### src/sv/wbpt_pkg.sv
// ----------------------------------------------------------------------------
// wbpt_pkg
// Shared types and constants of the work/break phase timer.
// ----------------------------------------------------------------------------
package wbpt_pkg;

	// Phase codes as they appear on the result channel.
	typedef enum logic [1:0] {
		PH_IDLE  = 2'd0,
		PH_WORK  = 2'd1,
		PH_SHORT = 2'd2,
		PH_LONG  = 2'd3
	} phase_t;

	// Command codes of the input channel.
	typedef enum logic [1:0] {
		CMD_TICK  = 2'd0,
		CMD_START = 2'd1,
		CMD_PAUSE = 2'd2,
		CMD_RESET = 2'd3
	} cmd_t;

	// Configuration register indexes.
	localparam logic [1:0] REG_WORK_MIN   = 2'd0;
	localparam logic [1:0] REG_SHORT_MIN  = 2'd1;
	localparam logic [1:0] REG_LONG_MIN   = 2'd2;
	localparam logic [1:0] REG_CYCLES     = 2'd3;

	// Configuration reset values.
	localparam logic [7:0] WORK_MIN_RST   = 8'd25;
	localparam logic [7:0] SHORT_MIN_RST  = 8'd5;
	localparam logic [7:0] LONG_MIN_RST   = 8'd15;
	localparam logic [7:0] CYCLES_RST     = 8'd4;

	// Time constants. A phase lasts at most 255 minutes, which fits in 24 bits of ms.
	localparam int         DUR_W          = 24;
	localparam logic [16:0] MS_PER_MINUTE = 17'd60000;
	localparam int         DIVISOR_W      = 8;
	localparam logic [13:0] REM_SEC_MAX   = 14'd15300;

	// Milliseconds to whole seconds: ceil(2^34 / 1000) as a multiplier, then a
	// right shift by 34. The result equals floor(x / 1000) for every x below 2^24.
	localparam int          SEC_SHIFT     = 34;
	localparam int          SEC_RECIP_W   = 25;
	localparam logic [24:0] SEC_RECIP     = 25'd17179870;

	// Commands from the controller to the datapath.
	typedef struct packed {
		logic load_in;
		logic calc_dur;
		logic update;
		logic mod_start;
		logic enter_brk;
		logic calc_rem;
		logic calc_sec;
		logic load_out;
	} ctl_cmd_t;

	// Status from the datapath to the controller.
	typedef struct packed {
		logic work_expire;
		logic cycles_zero;
		logic div_done;
	} ctl_sts_t;

endpackage

### src/sv/wbpt_if.sv
// ----------------------------------------------------------------------------
// wbpt_if
// Valid/ready channel interfaces of the work/break phase timer.
// ----------------------------------------------------------------------------
interface wbpt_item_if;
	logic        valid;
	logic        ready;
	logic [1:0]  command;
	logic [31:0] now_ms;

	modport source (output valid, command, now_ms, input ready);
	modport sink   (input valid, command, now_ms, output ready);
	modport mon    (input valid, ready, command, now_ms);
endinterface

interface wbpt_result_if;
	logic        valid;
	logic        ready;
	logic [1:0]  phase;
	logic        is_paused;
	logic [13:0] remaining_seconds;
	logic [31:0] work_done_count;

	modport source (output valid, phase, is_paused, remaining_seconds, work_done_count,
		input ready);
	modport sink   (input valid, phase, is_paused, remaining_seconds, work_done_count,
		output ready);
	modport mon    (input valid, ready, phase, is_paused, remaining_seconds, work_done_count);
endinterface

interface wbpt_cfg_if;
	logic       valid;
	logic       ready;
	logic [1:0] index;
	logic [7:0] data;

	modport source (output valid, index, data, input ready);
	modport sink   (input valid, index, data, output ready);
endinterface

### src/sv/wbpt_div.sv
// ----------------------------------------------------------------------------
// wbpt_div
// Radix-2 restoring divider, one quotient bit per cycle, giving the remainder.
// ----------------------------------------------------------------------------
module wbpt_div (
	input  logic                           clk,
	input  logic                           arst_n,
	input  logic                           start,
	input  logic [31:0]                    dividend,
	input  logic [wbpt_pkg::DIVISOR_W-1:0] divisor,
	output logic                           done,
	output logic [wbpt_pkg::DIVISOR_W-1:0] remainder
);
	localparam int STEPS = 32;
	localparam int CW    = $clog2(STEPS);
	localparam int DW    = wbpt_pkg::DIVISOR_W;

	logic          busy_q;
	logic          done_q;
	logic [CW-1:0] cnt_q;
	logic [31:0]   quo_q;
	logic [DW-1:0] rem_q;
	logic [DW-1:0] div_q;

	logic [DW:0]   shifted;
	logic          fits;
	logic [DW:0]   diff;

	assign shifted = {rem_q, quo_q[31]};
	assign fits    = shifted >= {1'b0, div_q};
	assign diff    = shifted - {1'b0, div_q};

	always_ff @(posedge clk or negedge arst_n) begin
		if (!arst_n) begin
			busy_q <= 1'b0;
			done_q <= 1'b0;
			cnt_q  <= '0;
		end else begin
			done_q <= 1'b0;
			if (start) begin
				busy_q <= 1'b1;
				cnt_q  <= '0;
			end else if (busy_q) begin
				cnt_q <= cnt_q + CW'(1);
				if (cnt_q == CW'(STEPS - 1)) begin
					busy_q <= 1'b0;
					done_q <= 1'b1;
				end
			end
		end
	end

	always_ff @(posedge clk) begin
		if (start) begin
			quo_q <= dividend;
			rem_q <= '0;
			div_q <= divisor;
		end else if (busy_q) begin
			quo_q <= {quo_q[30:0], fits};
			rem_q <= fits ? diff[DW-1:0] : shifted[DW-1:0];
		end
	end

	assign done      = done_q;
	assign remainder = rem_q;
endmodule

### src/sv/wbpt_dp.sv
// ----------------------------------------------------------------------------
// wbpt_dp
// Datapath: configuration, phase state, duration and remaining-time arithmetic.
// ----------------------------------------------------------------------------
module wbpt_dp (
	input  logic                 clk,
	input  logic                 arst_n,
	input  wbpt_pkg::ctl_cmd_t   cmd,
	output wbpt_pkg::ctl_sts_t   sts,
	input  logic                 cfg_we,
	input  logic [1:0]           cfg_index,
	input  logic [7:0]           cfg_data,
	input  logic [1:0]           in_command,
	input  logic [31:0]          in_now_ms,
	output logic [1:0]           res_phase,
	output logic                 res_is_paused,
	output logic [13:0]          res_remaining_seconds,
	output logic [31:0]          res_work_done_count
);
	localparam int DW = wbpt_pkg::DUR_W;
	localparam int PW = DW + wbpt_pkg::SEC_RECIP_W;

	logic [7:0]  work_min_q;
	logic [7:0]  short_min_q;
	logic [7:0]  long_min_q;
	logic [7:0]  cycles_q;

	wbpt_pkg::phase_t phase_q;
	logic        paused_q;
	logic [31:0] start_q;
	logic [31:0] frozen_q;
	logic [31:0] done_q;

	wbpt_pkg::cmd_t cmd_q;
	logic [31:0] now_q;
	logic [DW-1:0] dur_q;
	logic [DW-1:0] rem_q;
	logic [13:0] sec_q;

	logic [1:0]  out_phase_q;
	logic        out_paused_q;
	logic [13:0] out_sec_q;
	logic [31:0] out_done_q;

	logic [7:0]  minutes;
	logic [DW-1:0] dur_full;
	logic [31:0] elapsed_run;
	logic [31:0] elapsed_eff;
	logic        expired;
	logic        eff_expired;
	logic        long_due;
	logic [PW-1:0] sec_prod;

	logic        div_start;
	logic [31:0] div_dividend;
	logic [wbpt_pkg::DIVISOR_W-1:0] div_divisor;
	logic        div_done;
	logic [wbpt_pkg::DIVISOR_W-1:0] div_rem;

	always_comb begin
		unique case (phase_q)
			wbpt_pkg::PH_WORK:  minutes = work_min_q;
			wbpt_pkg::PH_SHORT: minutes = short_min_q;
			wbpt_pkg::PH_LONG:  minutes = long_min_q;
			default:            minutes = 8'd0;
		endcase
	end

	assign dur_full    = DW'(minutes) * DW'(wbpt_pkg::MS_PER_MINUTE);
	assign elapsed_run = now_q - start_q;
	assign expired     = elapsed_run >= 32'(dur_q);
	assign elapsed_eff = paused_q ? frozen_q : elapsed_run;
	assign eff_expired = elapsed_eff >= 32'(dur_q);
	assign long_due    = (cycles_q != 8'd0) && (div_rem == '0);
	assign sec_prod    = PW'(rem_q) * PW'(wbpt_pkg::SEC_RECIP);

	assign sts.work_expire = (cmd_q == wbpt_pkg::CMD_TICK) && (phase_q == wbpt_pkg::PH_WORK)
		&& !paused_q && expired;
	assign sts.cycles_zero = (cycles_q == 8'd0);
	assign sts.div_done    = div_done;

	// The divider only serves the long-break test on the completed count.
	assign div_start    = cmd.mod_start;
	assign div_dividend = done_q;
	assign div_divisor  = cycles_q;

	wbpt_div u_div (
		.clk       (clk),
		.arst_n    (arst_n),
		.start     (div_start),
		.dividend  (div_dividend),
		.divisor   (div_divisor),
		.done      (div_done),
		.remainder (div_rem)
	);

	always_ff @(posedge clk or negedge arst_n) begin
		if (!arst_n) begin
			work_min_q  <= wbpt_pkg::WORK_MIN_RST;
			short_min_q <= wbpt_pkg::SHORT_MIN_RST;
			long_min_q  <= wbpt_pkg::LONG_MIN_RST;
			cycles_q    <= wbpt_pkg::CYCLES_RST;
			phase_q     <= wbpt_pkg::PH_IDLE;
			paused_q    <= 1'b0;
			start_q     <= '0;
			frozen_q    <= '0;
			done_q      <= '0;
		end else begin
			if (cfg_we) begin
				unique case (cfg_index)
					wbpt_pkg::REG_WORK_MIN:  work_min_q  <= cfg_data;
					wbpt_pkg::REG_SHORT_MIN: short_min_q <= cfg_data;
					wbpt_pkg::REG_LONG_MIN:  long_min_q  <= cfg_data;
					wbpt_pkg::REG_CYCLES:    cycles_q    <= cfg_data;
					default: ;
				endcase
			end
			if (cmd.update) begin
				unique case (cmd_q)
					wbpt_pkg::CMD_TICK: begin
						if (phase_q != wbpt_pkg::PH_IDLE && !paused_q && expired) begin
							if (phase_q == wbpt_pkg::PH_WORK) begin
								// The break is entered later, after the long-break test when the interval is nonzero.
								done_q <= done_q + 32'd1;
							end else begin
								phase_q  <= wbpt_pkg::PH_WORK;
								start_q  <= now_q;
								frozen_q <= '0;
							end
						end
					end
					wbpt_pkg::CMD_START: begin
						if (phase_q == wbpt_pkg::PH_IDLE) begin
							phase_q  <= wbpt_pkg::PH_WORK;
							paused_q <= 1'b0;
							start_q  <= now_q;
							frozen_q <= '0;
						end else if (paused_q) begin
							start_q  <= now_q - frozen_q;
							paused_q <= 1'b0;
						end
					end
					wbpt_pkg::CMD_PAUSE: begin
						if (phase_q != wbpt_pkg::PH_IDLE && !paused_q) begin
							frozen_q <= elapsed_run;
							paused_q <= 1'b1;
						end
					end
					wbpt_pkg::CMD_RESET: begin
						phase_q  <= wbpt_pkg::PH_IDLE;
						paused_q <= 1'b0;
						start_q  <= '0;
						frozen_q <= '0;
						done_q   <= '0;
					end
					default: ;
				endcase
			end
			if (cmd.enter_brk) begin
				phase_q  <= long_due ? wbpt_pkg::PH_LONG : wbpt_pkg::PH_SHORT;
				paused_q <= 1'b0;
				start_q  <= now_q;
				frozen_q <= '0;
			end
		end
	end

	always_ff @(posedge clk) begin
		if (cmd.load_in) begin
			cmd_q <= wbpt_pkg::cmd_t'(in_command);
			now_q <= in_now_ms;
		end
		if (cmd.calc_dur) begin
			dur_q <= dur_full;
		end
		if (cmd.calc_rem) begin
			if (phase_q == wbpt_pkg::PH_IDLE || eff_expired) begin
				rem_q <= '0;
			end else begin
				rem_q <= dur_q - elapsed_eff[DW-1:0];
			end
		end
		if (cmd.calc_sec) begin
			sec_q <= sec_prod[wbpt_pkg::SEC_SHIFT +: 14];
		end
		if (cmd.load_out) begin
			out_phase_q  <= phase_q;
			out_paused_q <= paused_q;
			out_sec_q    <= sec_q;
			out_done_q   <= done_q;
		end
	end

	assign res_phase             = out_phase_q;
	assign res_is_paused         = out_paused_q;
	assign res_remaining_seconds = out_sec_q;
	assign res_work_done_count   = out_done_q;
endmodule

### src/sv/wbpt_ctrl.sv
// ----------------------------------------------------------------------------
// wbpt_ctrl
// Controller: sequences one command through the datapath and owns the handshakes.
// ----------------------------------------------------------------------------
module wbpt_ctrl (
	input  logic               clk,
	input  logic               arst_n,
	input  logic               item_valid,
	output logic               item_ready,
	output logic               result_valid,
	input  logic               result_ready,
	input  wbpt_pkg::ctl_sts_t sts,
	output wbpt_pkg::ctl_cmd_t cmd
);
	typedef enum logic [3:0] {
		S_IDLE,
		S_DUR1,
		S_UPD,
		S_MOD,
		S_MOD_WAIT,
		S_ENTER,
		S_DUR2,
		S_REM,
		S_SEC,
		S_DONE
	} state_t;

	state_t state_q;
	logic   ready_q;
	logic   out_valid_q;
	logic   calc_dur_q;
	logic   update_q;
	logic   mod_start_q;
	logic   enter_brk_q;
	logic   calc_rem_q;
	logic   calc_sec_q;
	logic   load_in;
	logic   load_out;

	assign load_in  = item_valid && ready_q;
	assign load_out = (state_q == S_DONE) && (!out_valid_q || result_ready);

	always_ff @(posedge clk or negedge arst_n) begin
		if (!arst_n) begin
			state_q     <= S_IDLE;
			ready_q     <= 1'b1;
			out_valid_q <= 1'b0;
			calc_dur_q  <= 1'b0;
			update_q    <= 1'b0;
			mod_start_q <= 1'b0;
			enter_brk_q <= 1'b0;
			calc_rem_q  <= 1'b0;
			calc_sec_q  <= 1'b0;
		end else begin
			calc_dur_q  <= 1'b0;
			update_q    <= 1'b0;
			mod_start_q <= 1'b0;
			enter_brk_q <= 1'b0;
			calc_rem_q  <= 1'b0;
			calc_sec_q  <= 1'b0;
			if (out_valid_q && result_ready) begin
				out_valid_q <= 1'b0;
			end
			unique case (state_q)
				S_IDLE: begin
					if (load_in) begin
						ready_q    <= 1'b0;
						calc_dur_q <= 1'b1;
						state_q    <= S_DUR1;
					end
				end
				S_DUR1: begin
					update_q <= 1'b1;
					state_q  <= S_UPD;
				end
				S_UPD: begin
					if (sts.work_expire && !sts.cycles_zero) begin
						mod_start_q <= 1'b1;
						state_q     <= S_MOD;
					end else if (sts.work_expire) begin
						enter_brk_q <= 1'b1;
						state_q     <= S_ENTER;
					end else begin
						calc_dur_q <= 1'b1;
						state_q    <= S_DUR2;
					end
				end
				S_MOD: begin
					state_q <= S_MOD_WAIT;
				end
				S_MOD_WAIT: begin
					if (sts.div_done) begin
						enter_brk_q <= 1'b1;
						state_q     <= S_ENTER;
					end
				end
				S_ENTER: begin
					calc_dur_q <= 1'b1;
					state_q    <= S_DUR2;
				end
				S_DUR2: begin
					calc_rem_q <= 1'b1;
					state_q    <= S_REM;
				end
				S_REM: begin
					calc_sec_q <= 1'b1;
					state_q    <= S_SEC;
				end
				S_SEC: begin
					state_q <= S_DONE;
				end
				S_DONE: begin
					if (load_out) begin
						out_valid_q <= 1'b1;
						ready_q     <= 1'b1;
						state_q     <= S_IDLE;
					end
				end
				default: begin
					state_q <= S_IDLE;
				end
			endcase
		end
	end

	assign item_ready    = ready_q;
	assign result_valid  = out_valid_q;
	assign cmd.load_in   = load_in;
	assign cmd.calc_dur  = calc_dur_q;
	assign cmd.update    = update_q;
	assign cmd.mod_start = mod_start_q;
	assign cmd.enter_brk = enter_brk_q;
	assign cmd.calc_rem  = calc_rem_q;
	assign cmd.calc_sec  = calc_sec_q;
	assign cmd.load_out  = load_out;
endmodule

### src/sv/work_break_phase_timer.sv
// ----------------------------------------------------------------------------
// work_break_phase_timer
// Pomodoro-style phase timer: Work, then a short or long break, then Work again.
// ----------------------------------------------------------------------------
// Usage. Each transaction on the item channel carries a command (tick, start or
// resume, pause, reset to idle) and the current time in milliseconds. For every
// item the block returns exactly one transaction on the result channel with the
// phase, the pause flag, the whole seconds left in the phase and the number of
// completed work phases. The cfg channel writes the four 8-bit registers (work,
// short break and long break minutes, work phases per long break); it is always
// ready and should be used only while no item is in flight.
// Processing. One item is processed at a time: the item channel closes when an item is
// accepted and opens again in the same cycle as the result becomes valid. Each item passes
// through duration lookup, state update, a second duration lookup, the remaining time and
// the seconds conversion. A tick that ends a work phase with a nonzero long-break interval
// first runs the completed count through a radix-2 modulo and then enters the break; with a
// zero interval it enters the break directly. The seconds come from a combinational
// multiplication by a reciprocal of 1000.
// Stalls. The result sits in an output register. While it waits for the
// receiver, the next item is accepted and processed; it then holds in its final
// state until the output register frees up.
// Reset. arst_n clears the phase to idle, the pause flag, both times and the
// completed count, and restores the register defaults (25, 5, 15, 4).
// ----------------------------------------------------------------------------
module work_break_phase_timer (
	input  logic                 clk,
	input  logic                 arst_n,
	wbpt_item_if.sink            item,
	wbpt_result_if.source        result,
	wbpt_cfg_if.sink             cfg
);
	wbpt_pkg::ctl_cmd_t cmd;
	wbpt_pkg::ctl_sts_t sts;

	// Register writes never stall.
	assign cfg.ready = 1'b1;

	// The controller walks each command through duration lookup, state update,
	// the optional long-break test, the remaining time and the seconds conversion.
	wbpt_ctrl u_ctrl (
		.clk          (clk),
		.arst_n       (arst_n),
		.item_valid   (item.valid),
		.item_ready   (item.ready),
		.result_valid (result.valid),
		.result_ready (result.ready),
		.sts          (sts),
		.cmd          (cmd)
	);

	// The datapath holds the timer state, the registers and the output payload.
	wbpt_dp u_dp (
		.clk                   (clk),
		.arst_n                (arst_n),
		.cmd                   (cmd),
		.sts                   (sts),
		.cfg_we                (cfg.valid),
		.cfg_index             (cfg.index),
		.cfg_data              (cfg.data),
		.in_command            (item.command),
		.in_now_ms             (item.now_ms),
		.res_phase             (result.phase),
		.res_is_paused         (result.is_paused),
		.res_remaining_seconds (result.remaining_seconds),
		.res_work_done_count   (result.work_done_count)
	);
endmodule

### src/flat_wrapper.sv
// flat-port wrapper written by rule: the top's interface ports become plain ports
module work_break_phase_timer_flat 
  (clk, arst_n, item_valid, item_command, item_now_ms, item_ready, result_valid, result_phase, result_is_paused, result_remaining_seconds, result_work_done_count, result_ready, cfg_valid, cfg_index, cfg_data, cfg_ready);
  wbpt_item_if item_i ();
  wbpt_result_if result_i ();
  wbpt_cfg_if cfg_i ();
  input  logic clk;
  input  logic arst_n;
  input wire logic [$bits(item_i.valid)-1:0] item_valid;
  input wire logic [$bits(item_i.command)-1:0] item_command;
  input wire logic [$bits(item_i.now_ms)-1:0] item_now_ms;
  output wire logic [$bits(item_i.ready)-1:0] item_ready;
  output wire logic [$bits(result_i.valid)-1:0] result_valid;
  output wire logic [$bits(result_i.phase)-1:0] result_phase;
  output wire logic [$bits(result_i.is_paused)-1:0] result_is_paused;
  output wire logic [$bits(result_i.remaining_seconds)-1:0] result_remaining_seconds;
  output wire logic [$bits(result_i.work_done_count)-1:0] result_work_done_count;
  input wire logic [$bits(result_i.ready)-1:0] result_ready;
  input wire logic [$bits(cfg_i.valid)-1:0] cfg_valid;
  input wire logic [$bits(cfg_i.index)-1:0] cfg_index;
  input wire logic [$bits(cfg_i.data)-1:0] cfg_data;
  output wire logic [$bits(cfg_i.ready)-1:0] cfg_ready;
  assign item_i.valid = item_valid;
  assign item_i.command = item_command;
  assign item_i.now_ms = item_now_ms;
  assign item_ready = item_i.ready;
  assign result_valid = result_i.valid;
  assign result_phase = result_i.phase;
  assign result_is_paused = result_i.is_paused;
  assign result_remaining_seconds = result_i.remaining_seconds;
  assign result_work_done_count = result_i.work_done_count;
  assign result_i.ready = result_ready;
  assign cfg_i.valid = cfg_valid;
  assign cfg_i.index = cfg_index;
  assign cfg_i.data = cfg_data;
  assign cfg_ready = cfg_i.ready;
  work_break_phase_timer u_core (.clk(clk), .arst_n(arst_n), .item(item_i), .result(result_i), .cfg(cfg_i));
endmodule
### config.mk
export PLATFORM = sky130hd
export DESIGN_NAME = work_break_phase_timer_flat
export DESIGN_NICKNAME = d
export VERILOG_FILES = /design/src/sv/wbpt_pkg.sv /design/src/sv/wbpt_if.sv /design/src/sv/wbpt_div.sv /design/src/sv/wbpt_dp.sv /design/src/sv/wbpt_ctrl.sv /design/src/sv/work_break_phase_timer.sv /design/src/flat_wrapper.sv
export SDC_FILE = /design/constraint.sdc
export NUM_CORES = 1
export LEC_CHECK = 0
export BUFFER_PORTS_ARGS = -buffer_cell sky130_fd_sc_hd__buf_2
export CAP_MARGIN = 5
export CELL_PAD_IN_SITES_DETAIL_PLACEMENT = 0
export CELL_PAD_IN_SITES_GLOBAL_PLACEMENT = 2
export CORE_MARGIN = 2
export CORE_UTILIZATION = 43
export CTS_CLUSTER_SIZE = 40
export DETAILED_ROUTE_END_ITERATION = 7
export GPL_ROUTABILITY_DRIVEN = 0
export PLACE_DENSITY_LB_ADDON = 0.1
export SYNTH_ARGS = -nofsm -noshare
export SYNTH_HDL_FRONTEND = slang
export SYNTH_SLANG_ARGS = --single-unit
export TNS_END_PERCENT = 20
### constraint.sdc
create_clock -name clk -period 7.1 [get_ports clk]
set_input_delay 1.775 -clock clk [delete_from_list [all_inputs] [get_ports clk]]
set_output_delay 1.775 -clock clk [all_outputs]
set_load 0.05 [all_outputs]
Yosys cells after proc, flatten, opt, wreduce, memory -nomap -nowiden
Cells that the tools add are included.
{"block": "totals", "out_inout_bits": 52, "in_bits": 49, "word_cells": 180, "reg_bits": 338}
{"block": "op_classes", "eq_ne": 29, "order_cmp": 3, "n_reduce_logical": 41, "mul": 2, "n_addsub": 6, "muxes": 66}
{"operator": "$mux 32", "n": 17}
{"operator": "$pmux 32 s4", "n": 1}
{"operator": "$pmux 32 s3", "n": 1}
{"operator": "$ge 32x24->1", "n": 2}
{"operator": "$pmux 32 s2", "n": 1}
{"operator": "$sub 32x32->32", "n": 2}
{"operator": "$mul 24x24->47 const B", "n": 1}
{"operator": "$pmux 4 s10", "n": 1}
{"operator": "$add 32x1->32 const B", "n": 1}
{"operator": "$mux 1", "n": 26}
{"operator": "$pmux 8 s3", "n": 1}
{"operator": "$sub 24x24->24", "n": 1}
{"operator": "$mul 8x11->19 const B", "n": 1}
{"operator": "$eq 4x3->1 const B", "n": 4}
{"operator": "$logic_not 8->1", "n": 2}
{"operator": "$reduce_and 5->1", "n": 3}
{"operator": "$eq 2x2->1 const B", "n": 6}
{"operator": "$mux 2", "n": 6}
{"operator": "$mux 4", "n": 3}
{"operator": "$logic_and 1x1->1", "n": 10}
{"operator": "$mux 5", "n": 2}
{"operator": "$reduce_bool 2->1", "n": 5}
{"operator": "$ge 9x8->1", "n": 1}
{"operator": "$ne 3x2->1 const B", "n": 3}
{"operator": "27 further kinds", "n": 46}

Depth between registers and ports, before layout
Gate-level depths: netlist of the first run.
{"block": "logic_depth", "depth_word": 7, "depth_mapped": 26, "depth_no_buf": 26}

Hierarchy
Synthesis of the first run repeated with hierarchy kept, for this count alone.
{"block": "unflattened", "cells_unflattened": 2976, "hier_area_um2": 30098.9}
{"module": "wbpt_dp", "seq_area_each_um2": 7494.7, "area_per_inst_um2": 26740.6, "cells_each": 2695, "n_inst": 1}
{"module": "wbpt_div", "seq_area_each_um2": 1536.5, "area_per_inst_um2": 2698.8, "cells_each": 210, "n_inst": 1}
{"module": "wbpt_ctrl", "seq_area_each_um2": 301.5, "area_per_inst_um2": 648.1, "cells_each": 69, "n_inst": 1}
{"module": "work_break_phase_timer", "seq_area_each_um2": 0.0, "area_per_inst_um2": 11.3, "cells_each": 2, "n_inst": 1}

Least setup slack after synthesis of the first run
Ideal clock, no wire load.
{"block": "synth_timing", "kind": "reg2reg", "from": "reg u_core.u_dp.rem_q[13]", "to": "reg u_core.u_dp.sec_q[8] (data pin)", "path_slack_ns": 0.753, "required_time_ns": 6.842, "setup_time_ns": 0.258, "synth_period_minus_slack_ns": 6.347, "path_buffers": 0, "arrival_ns": 6.089, "stages_incl_launch_ff": 25, "cell_sequence": "edfxtp_1 -> fa_1 -> inv_1 -> fa_1 -> inv_1 -> ha_1 -> fa_1 -> fa_1 -> fa_1 -> inv_1 -> fa_1 -> inv_1 -> ha_1 -> a21o_1 -> a21oi_1 -> nor2b_1 -> o21ai_0 -> nand2b_1 -> a221o_1 -> a21oi_1 -> o21ai_0 -> a2111oi_0 -> o21ai_0 -> a21oi_1 -> xnor2_1"}
{"block": "synth_between", "elab_chain_cells": 1}
{"element": "from (decl)", "line": "wbpt_dp.sv:37", "text": "logic [DW-1:0] rem_q;"}
{"element": "from (signal assigned)", "line": "wbpt_dp.sv:180", "text": "rem_q <= dur_q - elapsed_eff[DW-1:0];"}
{"element": "$mul 24x24->47", "line": "wbpt_dp.sv:75", "text": "assign sec_prod = PW'(rem_q) * PW'(wbpt_pkg::SEC_RECIP);"}
{"element": "via u_core.u_dp.sec_prod[42]", "line": "wbpt_dp.sv:52", "text": "logic [PW-1:0] sec_prod;"}
{"element": "to (signal assigned)", "line": "wbpt_dp.sv:184", "text": "sec_q <= sec_prod[wbpt_pkg::SEC_SHIFT +: 14];"}
{"element": "to (decl)", "line": "wbpt_dp.sv:38", "text": "logic [13:0] sec_q;"}
The timed path passes the listed nets, and every way through them passes these cells.
A chain may end at the register's enable or synchronous reset.

Final worst setup path of the first run
{"block": "layout_timing", "from": "reg u_core.u_dp.rem_q[22]", "to": "reg u_core.u_dp.sec_q[13] (data pin)"}
Same word-level chain as after synthesis.

==> results of run 1 <==
==> cell usage after synthesis (7+ instances only) <==
| cell | instances |
|---|---|
| edfxtp_1 | 180 |
| nand3_1 | 44 |
| a211oi_1 | 20 |
| o21ai_0 | 137 |
| clkbuf_1 | 51 |
| nor3b_1 | 7 |
| a22oi_1 | 30 |
| or3_1 | 12 |
| dfrtp_1 | 139 |
| and2_1 | 11 |
| mux2_2 | 79 |
| a21oi_1 | 128 |
| nor4_1 | 7 |
| nor2b_1 | 28 |
| and4_1 | 7 |
| xor2_1 | 31 |
| and3_1 | 25 |
| nand2b_1 | 36 |
| o21a_1 | 20 |
| o21bai_1 | 15 |
| inv_1 | 587 |
| nor3_1 | 34 |
| nor2_1 | 149 |
| a22o_1 | 28 |
| ha_1 | 438 |
| a31oi_1 | 20 |
| nand2_1 | 99 |
| buf_2 | 7 |
| fa_1 | 200 |
| xnor2_1 | 65 |
| nand4_1 | 20 |
| mux2i_1 | 39 |
| dfxtp_1 | 8 |
| o31ai_1 | 15 |
| dfstp_2 | 11 |
| a21boi_0 | 7 |
| o211ai_1 | 9 |
| a21o_1 | 57 |
==> state kept, by name, summed over array words and instances, names as in the netlist, 2 cells and up <==
name,flops
u_core.u_dp.div_dividend,32
u_core.u_dp.frozen_q,32
u_core.u_dp.now_q,32
u_core.u_dp.res_work_done_count,32
u_core.u_dp.start_q,32
u_core.u_dp.u_div.quo_q,32
u_core.u_dp.rem_q,24
u_core.u_dp.dur_q,19
u_core.u_dp.res_remaining_seconds,14
u_core.u_dp.sec_q,14
u_core.u_dp.cycles_q,8
u_core.u_dp.long_min_q,8
u_core.u_dp.short_min_q,8
u_core.u_dp.u_div.div_q,8
u_core.u_dp.u_div.remainder,8
u_core.u_dp.work_min_q,8
u_core.u_dp.u_div.cnt_q,5
u_core.u_ctrl.state_q,4
u_core.u_dp.cmd_q,2
u_core.u_dp.phase_q,2
u_core.u_dp.res_phase,2
==> layout make-up <==
type	instances	area, um2
Timing Repair Buffer	151	892
Clock inverter	15	145
Clock buffer	63	1190
Tap cell	882	1100
Sequential cell	338	9340
Fill cell	6425	35600
Inverter	587	2200
Multi-Input combinational cell	1914	17800
==> kinds of logic (layout without fill, tap and decap cells) <==
| logic type | count (synthesis) | count (layout) | synth area share, % |
|---|---|---|---|
| xor+xnor | 96 | 96 | 2.84 |
| mux | 118 | 118 | 4.33 |
| other cells | 1 | 1 | 0.0127 |
| fa+ha+maj | 638 | 638 | 32.0 |
| buf+inv | 649 | 816 | 8.31 |
| simple gates | 497 | 497 | 8.28 |
| compound gates | 564 | 564 | 12.6 |
| flops | 338 | 338 | 31.5 |
==> stage by stage <==
| step | hold slack (ps) | area (um2) | utilization [%] | setup WS [ps] |
|---|---|---|---|---|
| floorplan | 400 | 29600 | - | 753 |
| global placement | 405 | 31300 | 45.8 | 105 |
| detailed placement | 405 | 31300 | 45.8 | 71.8 |
| CTS | 420 | 32600 | 47.7 | 59.4 |
| global route | 426 | 32700 | 47.8 | -36.1 |
| finish | 418 | 32700 | 47.8 | 361 |
==> layer usage <==
| metal | routed length (um) | vias to the layer above | global-route usage, % |
|---|---|---|---|
| met1 | 33500 | 9943 | 28.6 |
| met3 | 2110 | 85 | 2.20 |
| li1 | - | 10200 | - |
| met5 | 0 | - | 0 |
| met2 | 32900 | 275 | 33.3 |
| met4 | 1320 | 0 | 4.28 |
==> path summary, 6_finish.rpt <==
kind	slack, ps	cells after the start	startpoint	end
worst max register to register	360	25	u_core.u_dp.rem_q[22]	u_core.u_dp.sec_q[13]
worst min register to register	420	0	u_core.u_dp.sec_q[1]	u_core.u_dp.res_remaining_seconds[1]
max in group asynchronous	4660	2	arst_n	u_core.u_dp.start_q[0]
worst max-delay path	360	25	u_core.u_dp.rem_q[22]	u_core.u_dp.sec_q[13]
worst min-delay path	420	0	u_core.u_dp.sec_q[1]	u_core.u_dp.res_remaining_seconds[1]
min in group asynchronous	1110	1	arst_n	u_core.u_dp.cycles_q[7]
==> repair_timing <==
action                                  in CTS  in global routing
hold endpoints to repair                     0                  0
setup buffers                                0                 12
resized for setup                            0                  3
endpoints found under the setup margin       0                  4
==> impl_metrics.tcl, run 1 <==
set metrics [dict create \
    synthesis.instances 2901 \
    status "finished, final reports clean" \
    grt_usage_pct 20.2 \
    pin_count 101 \
    viasPerCell 5.19 \
    path_clk_slew_ps 70 \
    finalNonFillerCells 3950 \
    die_h_um 266 \
    critPathLaunchType "register" \
    tns_ps 0 \
    cts_made_buffers 42 \
    cp.arrival_ps 7080 \
    cts-root-buf "clkbuf_16" \
    rsz0062_at_grt "true" \
    cap_violations 0 \
    fin_crit_ps 6740 \
    synth_flop_cell "edfxtp_1" \
    cp.required_ps 7440 \
    timing.critical_path.to_type "register" \
    fin_crit_sh_pct 94.9 \
    grt_max_degree 66 \
    drtIter0Drc 1063 \
    ys_async_sr_fraction_pct 44.4 \
    crit_buf_inv 5 \
    start_util_pct 43.3 \
    crit_top_cell "fa_1" \
    netlist_top_cells_area "ha_1, edfxtp_1, fa_1" \
    num_antenna_cells 0 \
    ys_seq_area_share_pct 31.5 \
    nNetsFinal 3721 \
    finalHoldViolations 0 \
    antenna_found_initial 1 \
    tritoncts "done" \
    cp_top_family "adder cells" \
    synth_cell_types 81 \
    cpMaxStageDelayCell "fa_1" \
    core_um2 68300 \
    synth_edf_count 180 \
    synth.cell_area_um2 29600 \
    slew_violations 0 \
    syn_avg_cell_area_um2 10.2 \
    clock-skew-final_ps 46.0 \
    wl_per_cell_um 17.7 \
    clk_path_buf_depth 3 \
    min_path_type "reg2reg" \
    placedCellCount 3860 \
    drt_first_pass_iters 5 \
    path_max_fanout 6 \
    worst_pin_slew_ps 1050 \
    portBuffers 99 \
    rows 96 \
    mostFrequentLayoutCell "inv_1" \
    htreeDepth 2 \
    fmax_ghz 0.148 \
    ys_warn_count 0 \
    fp.dieW_um 266 \
    route.detailed.drc 0 \
    num_vias 20500 \
    synth_top_area_share_pct 18.5 \
    area_growth_pct 10.5 \
    die_area_um2 70900 \
    synth.net_count 3588 \
    layout-drive-gt1-share_pct 10.5 \
    antenna_left 0 \
    grt_pass1_wl_um 114000 \
    dp_hpwl_um 56000 \
    crit_type "reg2reg" \
    setup_viol 0 \
    cts.sinks 338 \
    cts-hold-fix-buffers 0 \
    yosys.area.top_type "ha_1" \
    slew_headroom_pct 29.8 \
    clk_latency_ps 590 \
    slowest_delay_ps 540 \
    grt.overflow.total 0 \
    layout_common_cells "inv_1, ha_1, fa_1" \
    grt_pass1_vias 21100 \
    yosys_register_bits 338 \
    wirelength_um 69800 \
]
Power of run 1 is left out: the tool's default activity adds up to more than one toggle a clock period on the data nets, which glitch-free logic cannot reach.
==> inputs of run 2 (changes only) <==
Settings changed: ABC_AREA set to 1, CORE_UTILIZATION 43 to 40.
==> run 2 against run 1 <==
Register-to-register slack improved by 370 ps. Worst hold slack better by 3.1 ps. Die area increased by 17%. Clock skew grew 10 ps. Highest routed layer unchanged.
==> impl_metrics.tcl, run 2 <==
set metrics [dict create \
    clock-skew-final_ps 56.2 \
    netlist_top_cells_area "ha_1, edfxtp_1, fa_1" \
    area_growth_pct 9.76 \
    grt_usage_pct 22.4 \
    synthesis.instances 3967 \
    fin_crit_sh_pct 89.7 \
    synth_edf_count 180 \
    antenna_found_initial 0 \
    ys_async_sr_fraction_pct 44.4 \
    synth.net_count 4654 \
    route.detailed.drc 0 \
    grt_pass1_vias 25200 \
    synth_flop_cell "edfxtp_1" \
    cp.required_ps 7450 \
    pin_count 101 \
    finalHoldViolations 0 \
    rows 104 \
    worstHoldStart "u_core.u_dp.sec_q[5]" \
    layout-drive-gt1-share_pct 6.62 \
    num_vias 25500 \
    cts.sinks 338 \
    crit_type "reg2reg" \
    fmax_ghz 0.157 \
    status "finished, final reports clean" \
    grt.overflow.total 0 \
    cap_violations 0 \
    r2r_slack_ps 730 \
    synth_cell_types 60 \
    design_area_um2 35400 \
    layout_common_cells "nand2_1, inv_1, ha_1" \
    slew_headroom_pct 21.1 \
    drt_first_pass_iters 5 \
    synth_top_area_share_pct 17.0 \
    tritoncts "done" \
    yosysMostFrequentCell "nand2_1" \
    grt_pass1_wl_um 144000 \
    die_area_um2 82900 \
    worstReg2RegStart "u_core.u_dp.rem_q[17]" \
    yosys_register_bits 338 \
    wl_per_cell_um 17.7 \
    yosys-top-cells-count "nand2_1, inv_1, ha_1" \
    core_um2 80200 \
    min_path_type "reg2reg" \
    die_h_um 288 \
    cts-hold-fix-buffers 0 \
    nNetsFinal 4764 \
    viasPerCell 4.93 \
    dp_hpwl_um 75100 \
    worst_pin_slew_ps 1180 \
    htreeDepth 2 \
    cp.arrival_ps 6720 \
    rsz0062_at_grt "false" \
    ys_warn_count 0 \
    wirelength_um 91500 \
    num_antenna_cells 0 \
    start_util_pct 40.2 \
    portBuffers 99 \
    path_max_fanout 11 \
    mostFrequentLayoutCell "nand2_1" \
    drtIter0Drc 1516 \
    cts_made_buffers 42 \
    synth.cell_area_um2 32200 \
    placed_cell_area_um2 34000 \
    fp.dieW_um 288 \
    ys_seq_area_share_pct 28.9 \
    grt_max_degree 71 \
    yosys.area.top_type "ha_1" \
    cts-root-buf "clkbuf_16" \
    critPathLaunchType "register" \
    antenna_left 0 \
    setup_viol 0 \
    syn_avg_cell_area_um2 8.13 \
    path_clk_slew_ps 60 \
    clk_latency_ps 610 \
    cts_setup_buffers 0 \
    ctsResizeCount 0 \
    clk_path_buf_depth 3 \
    tns_ps 0 \
    fin_crit_ps 6370 \
    timing.critical_path.to_type "register" \
    slew_violations 0 \
    startpoint "u_core.u_dp.rem_q[17]" \
]
[run 2: cell count changes after synthesis, sizes merged, moves of 44 or more]
cell,delta
a21o,-49
a21oi,+51
o21ai,+94
nand3,+81
nand4,+44
nor2,+129
inv,+278
xnor2,-45
mux2,-79
nand2,+783
xor2,+44
[run 2: metal layers]
metal / wire length, um / part of all wire (%) / GRT usage (%) / vias to the layer above
met5: 0 / 0 / 0 / -
met4: 1710 / 1.9 / 4.37 / 0
met3: 4380 / 4.8 / 3.32 / 87
met2: 40400 / 44 / 35.0 / 448
met1: 45000 / 49 / 32.8 / 12000
li1: - / - / - / 12900
[run 2: worst paths after layout]
| check | end | depth (start not counted) |
|---|---|---|
| min in group asynchronous | u_core.u_dp.long_min_q[4] | 1 |
| worst max-delay path | u_core.u_dp.sec_q[7] | 21 |
| worst max register to register | u_core.u_dp.sec_q[7] | 21 |
| worst min register to register | u_core.u_dp.res_remaining_seconds[5] | 0 |
| worst min-delay path | u_core.u_dp.res_remaining_seconds[5] | 0 |
| max in group asynchronous | u_core.u_dp.start_q[2] | 2 |
[run 2: layout make-up]
class / instances / area, um2
inverters: 867 / 3250
fillers: 8359 / 44800
flip-flops and latches: 338 / 9330
multi-input cells: 2704 / 19400
well taps: 1060 / 1330
clock inverters: 15 / 175
clock buffers: 62 / 1240
repair buffers: 124 / 689
[run 2: worst max-delay path: stages, from the launching register on]
cell and delay (ps):
edfxtp_1 660, fa_1 630, inv_1 50, fa_1 470, inv_1 40, ha_1 280
fa_1 530, fa_1 440, fa_1 540, inv_1 50, fa_1 520, inv_1 40
ha_1 310, nand2_1 120, nor4_1 760, nand2_1 110, nand2_1 80, nand2_1 70
o21ai_0 190, nand3_1 90, nand2_1 80, xor2_1 60
[run 2: kinds of logic after synthesis]
family | Yosys count | share of synthesized area (%)
AOI/OAI and AO/OA | 531 | 9.31
and+or+nand+nor | 1439 | 18.7
other | 1 | 0.0116
DFF | 338 | 28.9
xor gates and xnor gates | 95 | 2.58
adders and majority gates | 638 | 29.4
buffers and inverters | 925 | 11.0
[run 2: per-stage QoR]
step | setup slack, ps | instances | utilization [%] | hold WS (ps)
2_1_floorplan | 1530 | 3967 | - | 400
3_3_place_gp | 798 | 5093 | 42.4 | 403
3_5_place_dp | 703 | 5093 | 42.4 | 407
4_1_cts | 715 | 5170 | 44.1 | 422
5_1_grt | 352 | 5170 | 44.1 | 429
6_report | 729 | 5170 | 44.1 | 421
Power of run 2 is left out for the same reason.
==> inputs of run 3 (changes only) <==
Settings changed: CORE_UTILIZATION 40 to 39, SYNTH_HIERARCHICAL set to 1.
==> run 3 against run 2 <==
Largest cell class unchanged. Global-route usage rose by 0.35 points. Critical endpoint is now u_core/u_dp/sec_q[11]. Flip-flop and latch count did not move. Setup slack improved by 71 ps. Worst hold slack got worse by 3.1 ps.
==> impl_metrics.tcl, run 3 <==
set metrics [dict create \
    num_antenna_cells 0 \
    layout_common_cells "nand2_1, inv_1, ha_1" \
    timing.critical_path.to_type "register" \
    grt.overflow.total 0 \
    path_clk_slew_ps 60 \
    synth_cell_types 58 \
    min_path_type "reg2reg" \
    multiInputGateArea_um2 19900 \
    grt_pass1_wl_um 152000 \
    fin_crit_ps 6300 \
    antenna_left 0 \
    cts.sinks 338 \
    grt_usage_pct 22.7 \
    grt_max_degree 133 \
    final_core_util_pct 42.8 \
    layout-drive-gt1-share_pct 6.63 \
    synth_flop_cell "edfxtp_1" \
    design_area_um2 35700 \
    yosys_register_bits 338 \
    worst_pin_slew_ps 1050 \
    cts_setup_buffers 0 \
    drt_first_pass_iters 5 \
    ctsResizeCount 0 \
    path_max_fanout 11 \
    yosys-top-cells-count "nand2_1, inv_1, ha_1" \
    die_h_um 293 \
    clk_latency_ps 590 \
    wirelength_um 96200 \
    netlist_top_cells_area "ha_1, edfxtp_1, fa_1" \
    ys_warn_count 6 \
    ys_async_sr_fraction_pct 44.4 \
    setup_viol 0 \
    num_vias 25700 \
    yosys.area.top_type "ha_1" \
    clock-skew-final_ps 27.6 \
    critPathLaunchType "register" \
    yosysMostFrequentCell "nand2_1" \
    fin_crit_sh_pct 88.7 \
    synth.net_count 4725 \
    crit_type "reg2reg" \
    cp.required_ps 7410 \
    n_fill_cell 8686 \
    synth_top_area_share_pct 16.8 \
    mostFrequentLayoutCell "nand2_1" \
    htreeDepth 2 \
    core_um2 83300 \
    tns_ps 0 \
    synth.cell_area_um2 32700 \
    syn_avg_cell_area_um2 8.09 \
    tritoncts "done" \
    start_util_pct 39.2 \
    die_area_um2 86100 \
    cts-root-buf "clkbuf_16" \
    rows 106 \
    cts-hold-fix-buffers 0 \
    cap_violations 0 \
    pin_count 101 \
    ys_seq_area_share_pct 28.6 \
    grt_pass1_vias 26300 \
    portBuffers 99 \
    rsz0062_at_grt "false" \
    slew_headroom_pct 30.3 \
    cts_made_buffers 43 \
    antenna_found_initial 0 \
    synthesis.instances 4038 \
    wl_per_cell_um 18.3 \
    drtIter0Drc 1419 \
    status "finished, final reports clean" \
    synth_edf_count 180 \
    dp_hpwl_um 77700 \
    clk_path_buf_depth 3 \
    fp.dieW_um 293 \
    nNetsFinal 4815 \
    slew_violations 0 \
    fmax_ghz 0.159 \
    cp.arrival_ps 6610 \
    finalHoldViolations 0 \
    route.detailed.drc 0 \
    area_growth_pct 9.20 \
    seq_area_um2 9330 \
    viasPerCell 4.90 \
    placed_cell_area_um2 34300 \
]
## run 3: final cells by class
class                   instances  share of cell area (%)
multi-input cells            2824                    55.9
flip-flops and latches        338                    26.2
inverters                     803                    8.45
well taps                    1080                    3.79
clock buffers                  54                    3.19
repair buffers                118                    1.84
clock inverters                25                   0.722
## run 3: routing by layer
layer | wire length (um) | vias to the layer above | share of wire [%] | global-route usage, %
met2 | 43900 | 416 | 46 | 37.5
li1 | - | 13100 | - | -
met1 | 45800 | 12000 | 48 | 31.1
met5 | 0 | - | 0 | 0
met4 | 3360 | 0 | 3.5 | 7.42
met3 | 3170 | 118 | 3.3 | 2.46
## run 3: logic make-up (layout without fill, tap and decap cells)
family,count (synthesis),in the layout,synth area share [%]
and+or+nand+nor,1592,1592,20.6
buffers and inverters,876,1000,10.5
adders and majority gates,638,638,29.0
AOI/OAI and AO/OA,494,494,8.60
DFF,338,338,28.6
xor gates and xnor gates,99,99,2.65
other,1,1,0.0115
## run 3: final timing paths
path	startpoint	end	slack, ps	cells after the start
worst min register to register	u_core/u_dp/sec_q[10]	u_core/u_dp/res_remaining_seconds[10]	420	0
worst max register to register	u_core/u_dp/rem_q[7]	u_core/u_dp/sec_q[11]	800	21
max in group asynchronous	arst_n	u_core/u_dp/u_div/cnt_q[0]	4970	2
worst max-delay path	u_core/u_dp/rem_q[7]	u_core/u_dp/sec_q[11]	800	21
worst min-delay path	u_core/u_dp/sec_q[10]	u_core/u_dp/res_remaining_seconds[10]	420	0
min in group asynchronous	arst_n	u_core/u_dp/short_min_q[6]	1020	1
## run 3: worst max-delay path: stages (launching register included)
cell      delay [ps]
edfxtp_1         860
ha_1             380
ha_1             220
fa_1             530
inv_1             50
fa_1             480
inv_1             70
fa_1             500
fa_1             540
inv_1             50
fa_1             520
inv_1             40
ha_1             320
nand2_1          110
nor2_1           100
inv_1             70
nor4_1           380
nand4_1          260
nand3_1          270
nand4_1          120
nand2_1           90
xor2_1            60
## run 3: per-stage QoR
step	hold slack, ps	setup slack, ps	cells
finish	418	800	5242
global route	423	448	5242
CTS	421	818	5242
detailed placement	408	831	5163
global placement	402	874	5163
floorplan	400	1450	4038
Power of run 3 is left out for the same reason.
